`config.mk`:
```
export PLATFORM = sky130hd
export DESIGN_NAME = dhkc_ctrl
export DESIGN_NICKNAME = d
export VERILOG_FILES = /design/src/hw/rtl/dhkc_pkg.sv /design/src/hw/rtl/dhkc_ctrl.sv
export SDC_FILE = /design/constraint.sdc
export NUM_CORES = 1
export LEC_CHECK = 0
export ABC_AREA = 1
export BUFFER_PORTS_ARGS = -buffer_cell sky130_fd_sc_hd__buf_2
export CELL_PAD_IN_SITES_DETAIL_PLACEMENT = 1
export CELL_PAD_IN_SITES_GLOBAL_PLACEMENT = 2
export CORE_AREA = 5 5 52 54
export CTS_CLUSTER_SIZE = 25
export DETAILED_ROUTE_END_ITERATION = 10
export DIE_AREA = 0 0 57 59
export PLACE_DENSITY_LB_ADDON = 0.12
export SLEW_MARGIN = 20
export SYNTH_ARGS = -nofsm -noshare
export SYNTH_HDL_FRONTEND = slang
export SYNTH_SLANG_ARGS = --single-unit
```
`constraint.sdc`:
```
create_clock -name clk -period 2.3 [get_ports clk]
set_clock_uncertainty 0.1 [all_clocks]
set_input_delay 0.115 -clock clk [delete_from_list [all_inputs] [get_ports clk]]
set_output_delay 0.115 -clock clk [all_outputs]
set_load 0.005 [all_outputs]
```
`src/hw/rtl/dhkc_pkg.sv`:
```
// ----------------------------------------------------------------------------
// dhkc_pkg
// Types, widths and result codes shared by the double hash key counter.
// ----------------------------------------------------------------------------
package dhkc_pkg;

	localparam int TABLE_SIZE_DEF    = 59;
	localparam int KEY_MAX_BYTES_DEF = 19;
	localparam int KEY_BIAS          = 65;

	localparam int STATUS_W = 3;
	localparam int COUNT_W  = 16;
	localparam int SLOT_W   = 6;
	localparam int PROBE_W  = 6;
	localparam int TOTAL_W  = 32;
	localparam int CHAR_W   = 8;

	localparam logic [STATUS_W-1:0] ST_NEW       = 3'd0;
	localparam logic [STATUS_W-1:0] ST_INC       = 3'd1;
	localparam logic [STATUS_W-1:0] ST_FOUND     = 3'd2;
	localparam logic [STATUS_W-1:0] ST_NOT_FOUND = 3'd3;
	localparam logic [STATUS_W-1:0] ST_FULL      = 3'd4;

	typedef struct packed {
		logic              func;
		logic [CHAR_W-1:0] key_char;
		logic              key_last;
	} in_word_t;

	typedef struct packed {
		logic [STATUS_W-1:0] status;
		logic [COUNT_W-1:0]  key_count;
		logic [SLOT_W-1:0]   slot_index;
		logic [PROBE_W-1:0]  probe_count;
		logic [TOTAL_W-1:0]  total_collisions;
		logic [TOTAL_W-1:0]  new_key_collisions;
	} out_word_t;

	// Commands from the controller to the datapath.
	typedef struct packed {
		logic take;
		logic start;
		logic rd;
		logic byte_rd;
		logic advance;
		logic collide;
		logic res_new;
		logic res_match;
		logic res_empty;
		logic res_exhaust;
		logic copy;
		logic finish;
	} cmd_t;

	// Status from the datapath to the controller.
	typedef struct packed {
		logic occ_zero;
		logic len_eq;
		logic byte_eq;
		logic byte_last;
		logic copy_last;
		logic probe_last;
		logic func;
		logic out_free;
	} stat_t;

endpackage

```
`src/hw/rtl/dhkc_ctrl.sv`:
```
// ----------------------------------------------------------------------------
// dhkc_ctrl
// Sequencer that walks the probe chain, the byte compares and the byte copy of one key.
// ----------------------------------------------------------------------------
module dhkc_ctrl (
	input  logic           clk,
	input  logic           arst_n,
	input  logic           in_valid,
	input  logic           in_last,
	output logic           in_ready,
	input  dhkc_pkg::stat_t stat,
	output dhkc_pkg::cmd_t  cmd
);

	localparam logic [2:0] S_IDLE  = 3'd0;
	localparam logic [2:0] S_START = 3'd1;
	localparam logic [2:0] S_RD    = 3'd2;
	localparam logic [2:0] S_CHK   = 3'd3;
	localparam logic [2:0] S_CMP   = 3'd4;
	localparam logic [2:0] S_COPY  = 3'd5;
	localparam logic [2:0] S_FIN   = 3'd6;

	logic [2:0] state_q;
	logic [2:0] state_d;
	logic       miss;

	assign in_ready = (state_q == S_IDLE);

	always_comb begin
		cmd     = '0;
		state_d = state_q;
		miss    = 1'b0;
		case (state_q)
			S_IDLE: begin
				if (in_valid) begin
					cmd.take = 1'b1;
					if (in_last) begin
						state_d = S_START;
					end
				end
			end
			S_START: begin
				cmd.start = 1'b1;
				state_d   = S_RD;
			end
			S_RD: begin
				cmd.rd  = 1'b1;
				state_d = S_CHK;
			end
			S_CHK: begin
				if (stat.occ_zero) begin
					if (stat.func) begin
						cmd.res_empty = 1'b1;
						state_d       = S_FIN;
					end else begin
						cmd.res_new = 1'b1;
						state_d     = S_COPY;
					end
				end else if (stat.len_eq) begin
					cmd.byte_rd = 1'b1;
					state_d     = S_CMP;
				end else begin
					miss = 1'b1;
				end
			end
			S_CMP: begin
				if (!stat.byte_eq) begin
					miss = 1'b1;
				end else if (stat.byte_last) begin
					cmd.res_match = 1'b1;
					state_d       = S_FIN;
				end else begin
					cmd.byte_rd = 1'b1;
				end
			end
			S_COPY: begin
				cmd.copy = 1'b1;
				if (stat.copy_last) begin
					state_d = S_FIN;
				end
			end
			S_FIN: begin
				if (stat.out_free) begin
					cmd.finish = 1'b1;
					state_d    = S_IDLE;
				end
			end
			default: begin
				state_d = S_IDLE;
			end
		endcase
		// An occupied slot holding another key: count it and move on, or give up.
		if (miss) begin
			cmd.collide = 1'b1;
			if (stat.probe_last) begin
				cmd.res_exhaust = 1'b1;
				state_d         = S_FIN;
			end else begin
				cmd.advance = 1'b1;
				state_d     = S_RD;
			end
		end
	end

	always_ff @(posedge clk or negedge arst_n) begin
		if (!arst_n) begin
			state_q <= S_IDLE;
		end else begin
			state_q <= state_d;
		end
	end

endmodule

```
==> flow_summary.toml, run 1 <==
[outcome]
status = "completed"

[sta]
fin_crit_sh_pct = 68.91
rsz0062_at_grt = "no"
holdWs_ns = 0.1066
slew_violations = 0
final_hold_viol_count = 0
tns_ns = 0
fin_crit_ns = 1.585
fmax_mhz = 631.0
setup_viol = 0
tightest_slew_ns = 0.3723
slew_headroom_pct = 75.18

[route]
route.vias.total = 498
drc = 0
avgViaCountPerCell = 4.016
first_pass_iters = 3
ant_nets = 0
wl_mm = 1.306
post_drt_wl_per_cell_microns = 10.53
drt_iter0_drc = 8

[cts]
cts.clk_slew.worst_paths_ns = 0.04
clock_latency_ns = 0.23
cts_made_buffers = 3
cts_root_buffer = "clkbuf_4"
htree_num_levels = 1
cts_buffer_depth = 2
post-cts-setup-buffers = 0
cts_tree = "done"
cts_sinks = 3

[final_layout]
stdcell_area_sq_um = 555.5
diodes = 0
largest_register_ffs = 3
top_register = "state_q"
final_cell_mix = "24 x buf_2, 23 x nand2_1, 11 x inv_1, 10 x nor2_1, 5 x nand3_1"
finalNetCount = 109
reg_top3 = "state_q x3"
layout.cells.non_filler = 124
syn2layout_area_growth_pct = 43.23
layout-drive-gt1-share_pct = 37.50
final_common_cell = "buf_2"

[power_and_ir_drop]
seqPwrFrac_pct = 25.2
p_int_uw = 277.6
p_leak_nw = 0.3738
comb_power_share_pct = 58.8
ir_worst_vdd_mv = 0.4742
powerDensity_nw_per_um2 = 1040
p_sw_share_pct = 51.94
p_clk_share_pct = 16.0
p_sw_uw = 300.0
fin_total_pwr_uw = 577.6

[placed_design]
hpwl_mm = 1.135
gp_congestion = 0.6852
place_area_sq_um = 519.2
dpl.cell_count = 119
numPortBuffers = 24

[min_path]
hold_path_class = "input pin to asynchronous set/reset pin"

[yosys]
ys_seq_elements = 3
yosys.area.top_type_share_pct = 22.26
synth_area_per_cell_sq_um = 5.541
ys_warn_count = 0
yosysUniqueCellTypes = 18
netlist_area_sq_um = 387.9
synth_area_leaders = "nand2_1 22%, dfrtp_1 19%, inv_1 11%"
synth.largest_area_cell = "nand2_1"
synth_nets = 82
seq_area_frac_synth_pct = 19.35
synthCells = 70

[global_route]
grt_overflow = 0
grt_pass1_vias = 498
antenna_found_initial = 0
grt_max_degree = 11
grt_first_pass_wirelength_mm = 2.221
grt_usage_pct = 8.239

[critical_path]
critPathTopFamily = "simple AND/OR/NAND/NOR gates"
start_kind = "flop"
crit_chain = "nor2_1 -> nand3_2 -> nand2_4 -> inv_2 -> nor2_1 -> buf_2"
worst_path_largest_cell_delay_ns = 0.48
crit_type = "flop to output port"
critPathMaxFanout = 9
end_kind = "output port"
crit_required_ns = 2.09
slowest_stage = "dfrtp_1"
cp.arrival_ns = 1.37
path_common_cell = "nor2_1"
cp_num_buf_inv = 2

[die]
fp.dieArea_sq_um = 3363
core-area_sq_um = 2170
row_count = 17
io_pins = 25
fp.dieH_microns = 59
initial_core_util_pct = 17.88
die_x_microns = 57

[flow_run]
max-cap-violations = 0
-- logic make-up (layout without fill, tap and decap cells) --
family / count (synthesis) / after routing / synth area share (%)
AND/OR/NAND/NOR: 50 / 50 / 60.65
flip-flops: 3 / 3 / 19.35
AO/OA/AOI/OAI: 1 / 1 / 1.289
buffers and inverters: 16 / 42 / 18.71
-- per-layer routing --
| layer | vias up | global-route usage [%] | part of all wire [%] |
|---|---|---|---|
| met1 | 220 | 10.62 | 45 |
| li1 | 263 | - | - |
| met2 | 13 | 14.03 | 48 |
| met4 | 0 | 2.980 | 1.4 |
| met3 | 2 | 1.089 | 5.7 |
| met5 | - | 0 | 0 |
-- power by group through the flow --
| stage | logic [mW] | registers, mW | clock network (mW) |
|---|---|---|---|
| 2_1_floorplan | 0.292 | 0.100 | 0 |
| 3_3_place_gp | 0.348 | 0.148 | 0 |
| 3_5_place_dp | 0.347 | 0.148 | 0 |
| 4_1_cts | 0.350 | 0.147 | 0.0980 |
| 5_1_grt | 0.395 | 0.153 | 0.102 |
| 6_report | 0.339 | 0.145 | 0.0927 |
-- worst reg2reg max path: stages, from the launching register on --
cell and delay (ns):
dfrtp_1 0.50, nor2_1 0.23, nand3_1 0.10, nand2_1 0.12, nor2_2 0.07, nand2_1 0.06, nand2_1 0.05
-- layout make-up --
class	instances	area, sq um
Clock buffer	4	26.28
Fill cell	313	1614
Inverter	13	48.80
Multi-Input combinational cell	51	240.2
Sequential cell	3	75.07
Tap cell	28	35.03
Timing Repair Buffer	25	130.1
-- through the flow --
step / util [%] / setup slack [ns]
floorplan: - / 1.106
global placement: 23.93 / 0.9327
detailed placement: 23.93 / 0.9358
CTS: 25.61 / 0.6812
global route: 25.61 / 0.5964
finish: 25.61 / 0.7152
-- path summary, 6_finish.rpt --
check / start / endpoint / slack, ns / depth (start not counted)
min: arst_n / state_q[2] / 0.11 / 2
max: state_q[0] / cmd[7] / 0.72 / 6
max in group asynchronous: arst_n / state_q[0] / 1.88 / 2
min reg2reg: state_q[1] / state_q[1] / 0.62 / 2
max reg2reg: state_q[2] / state_q[2] / 0.96 / 6
min in group clk: stat[3] / state_q[0] / 0.11 / 4
-- synth_stat cells (all sizes together) --
master / number
nand2: 27
inv: 13
nor2: 12
nand3: 6
buf: 3
dfrtp: 3
nand4: 2
nor3: 2
nor4: 1
o21ai: 1
-- what timing repair did --
action / 4_1_cts / 5_1_grt
hold endpoints to repair: 3 / 0
gates resized for setup: 0 / 0
hold buffers: 1 / 0
No activity file was read; power rests on OpenSTA's default activity.
==> run 2, diff against run 1 <==
Settings changed: ABC_AREA 1 to 0, CORE_AREA 5 5 52 54 to 5 5 50 52, DIE_AREA 0 0 57 59 to 0 0 55 57.
Clock period 2.3 ns to 1.6 ns, I/O delays scaled along.
==> run 2 against run 1 <==
The flow now finishes with violations (setup timing). Via count rose by 1.6%. Synthesized area decreased by 0.65%. Final area is 26% higher. Count of clock-buffer cells in the layout did not move. Register-to-register slack got worse by 0.95 ns. Clock power rose by 52%. Sequential cell count is the same. Power is 96% higher. Global-route usage rose by 2.8 points. Critical endpoint unchanged. Largest power group unchanged. Highest routed layer unchanged.
==> flow_summary.toml, run 2 <==
[die]
initial_core_util_pct = 18.68
die_x_microns = 55
io_pins = 25
core-area_sq_um = 2063
fp.dieH_microns = 57
row_count = 17
fp.dieArea_sq_um = 3135

[route]
avgViaCountPerCell = 4.400
post_drt_wl_per_cell_microns = 13.10
route.vias.total = 506
drc = 0
drt_iter0_drc = 1
first_pass_iters = 3
ant_nets = 0
wl_mm = 1.507

[yosys]
synthMostInstantiatedCell = "nand2_1"
synth_area_leaders = "dfrtp_1 19%, o32ai_4 7.1%, nand2_1 6.8%"
synth.largest_area_cell = "dfrtp_1"
netlist_area_sq_um = 385.4
synth_area_per_cell_sq_um = 8.029
yosysUniqueCellTypes = 26
async_flop_share_pct = 100.0
synthCells = 48
ys.flop_type = "dfrtp_1"
seq_area_frac_synth_pct = 19.48
yosys.area.top_type_share_pct = 19.48
netlist_top_cells_count = "7 x nand2_1, 4 x nor2_1"
ys_seq_elements = 3
synth_edf_count = 0
ys_warn_count = 0
synth_nets = 60

[sta]
slew_violations = 0
tns_ns = -0.1297
fin_crit_ns = 1.672
fin_ws_ns = -0.07192
holdWs_ns = 0.005043
fmax_mhz = 598.1
setup_viol = 3
tightest_slew_ns = 0.2823
final_hold_viol_count = 0
slew_headroom_pct = 81.12
fin_crit_sh_pct = 104.5
rsz0062_at_grt = "yes"

[critical_path]
start_kind = "flop"
crit_required_ns = 1.42
end_kind = "output port"
crit_chain = "or3b_4 -> o32ai_4 -> buf_2"
critPathMaxFanout = 4
slowest_stage = "or3b_4"
cp.arrival_ns = 1.49
crit_type = "flop to output port"
worst_path_largest_cell_delay_ns = 0.45
reg2reg_depth = 5

[placed_design]
place_area_sq_um = 540.5
gp_congestion = 0.8061
hpwl_mm = 1.105
numPortBuffers = 24

[final_layout]
regArea_sq_um = 75.07
diodes = 0
layout-drive-gt1-share_pct = 54.02
largest_register_ffs = 3
top_register = "state_q"
reg_top3 = "state_q x3"
stdcell_area_sq_um = 701.9
finalNetCount = 100
final_common_cell = "buf_2"
final_cell_mix = "24 x buf_2, 8 x buf_4, 7 x nand2_1, 4 x buf_6"
fillerInstances = 262
multi_input_area_sq_um = 299.0
syn2layout_area_growth_pct = 82.14

[outcome]
violations = "setup timing"
status = "complete, but fails checks"

[min_path]
whs_path_depth = 3
hold_path_class = "input pin to flop"

[flow_run]
max-cap-violations = 0

[power_and_ir_drop]
powerDensity_nw_per_um2 = 1611
p_clk_share_pct = 12.5
p_int_uw = 666.2
comb_power_share_pct = 75.1
p_sw_share_pct = 41.11
p_leak_nw = 0.3450
seqPwrFrac_pct = 12.4
p_sw_uw = 465.0
ir_worst_vdd_mv = 0.6534

[global_route]
antenna_found_initial = 0
grt_pass1_vias = 561
grt_usage_pct = 11.00
grt_first_pass_wirelength_mm = 2.518
grt_max_degree = 9
grt_overflow = 0

[cts]
cts_buffer_depth = 2
cts_tree = "done"
cts.clk_slew.worst_paths_ns = 0.04
clock_latency_ns = 0.24
htree_num_levels = 1
cts_root_buffer = "clkbuf_4"
cts_made_buffers = 3
cts_sinks = 3
## run 2: cell count changes after synthesis, sizes merged, moves of 2 or more
| cell | previous run | this run |
|---|---|---|
| nand2 | 27 | 7 |
| inv | 13 | 3 |
| nor2 | 12 | 4 |
| nand3 | 6 | 1 |
| o32ai | 0 | 4 |
| a21oi | 0 | 3 |
| nor3b | 0 | 3 |
| a2bb2oi | 0 | 2 |
| and2 | 0 | 2 |
| nand4 | 2 | 0 |
## run 2: what timing repair did
action                     CTS  global route
gates resized for setup      4             7
hold buffers                 3             0
setup buffers                5             2
setup endpoints to repair    3             8
pin swaps                    5             1
hold endpoints to repair     5             0
## run 2: cells by family (layout without fill, tap and decap cells)
group           Yosys count  after routing  share of synthesized area (%)
mux                       1              1                          2.598
compound gates           13             13                          31.50
simple gates             24             24                          33.77
buf+inv                   7             46                          12.66
flops                     3              3                          19.48
## run 2: path summary, 6_finish.rpt
kind	start	slack, ns	endpoint
hold reg to reg	state_q[2]	0.58	state_q[0]
max in group asynchronous	arst_n	1.21	state_q[2]
min in group asynchronous	arst_n	0.09	state_q[1]
setup / recovery	state_q[1]	-0.07	cmd[7]
setup reg to reg	state_q[1]	0.01	state_q[2]
hold / removal	in_last	0.005	state_q[2]
## run 2: final cells by class
cell class,count,area share (%)
timing repair buffer,39,36.36
tap,28,4.991
multi-input combinational,38,42.60
clock buffer,4,3.743
inverter,3,1.604
sequential,3,10.70
## run 2: critical path, delay by kind of cell, from the launching register on
family | cells | cell delay [ns]
AO/OA/AOI/OAI | 1 | 0.25
flip-flops | 1 | 0.38
buffers and inverters | 1 | 0.17
AND/OR/NAND/NOR | 1 | 0.45
## run 2: metrics by stage
| step | instances | utilization (%) | setup slack [ns] | power, mW |
|---|---|---|---|---|
| 2_1_floorplan | 48 | - | 0.08412 | 0.5917 |
| 3_3_place_gp | 101 | 26.20 | 0.1089 | 0.8042 |
| 6_report | 115 | 34.02 | -0.07192 | 1.131 |
| 5_1_grt | 115 | 34.02 | -0.1278 | 1.250 |
| 4_1_cts | 113 | 31.84 | -0.04569 | 1.054 |
| 3_5_place_dp | 101 | 26.20 | 0.1237 | 0.7986 |
## run 2: power groups by stage
stage | clock network [mW] | logic [mW] | registers, mW
4_1_cts | 0.145 | 0.769 | 0.141
3_3_place_gp | 0 | 0.669 | 0.136
5_1_grt | 0.159 | 0.942 | 0.149
3_5_place_dp | 0 | 0.662 | 0.137
2_1_floorplan | 0 | 0.451 | 0.141
6_report | 0.141 | 0.849 | 0.141
## run 2: metal layers
| layer | share of wire, % | global-route usage (%) | wire [microns] |
|---|---|---|---|
| met1 | 41 | 12.42 | 618 |
| met2 | 48 | 18.41 | 729 |
| met4 | 2.9 | 5.208 | 43 |
| met5 | 0 | 0 | 0 |
| met3 | 7.7 | 3.133 | 116 |
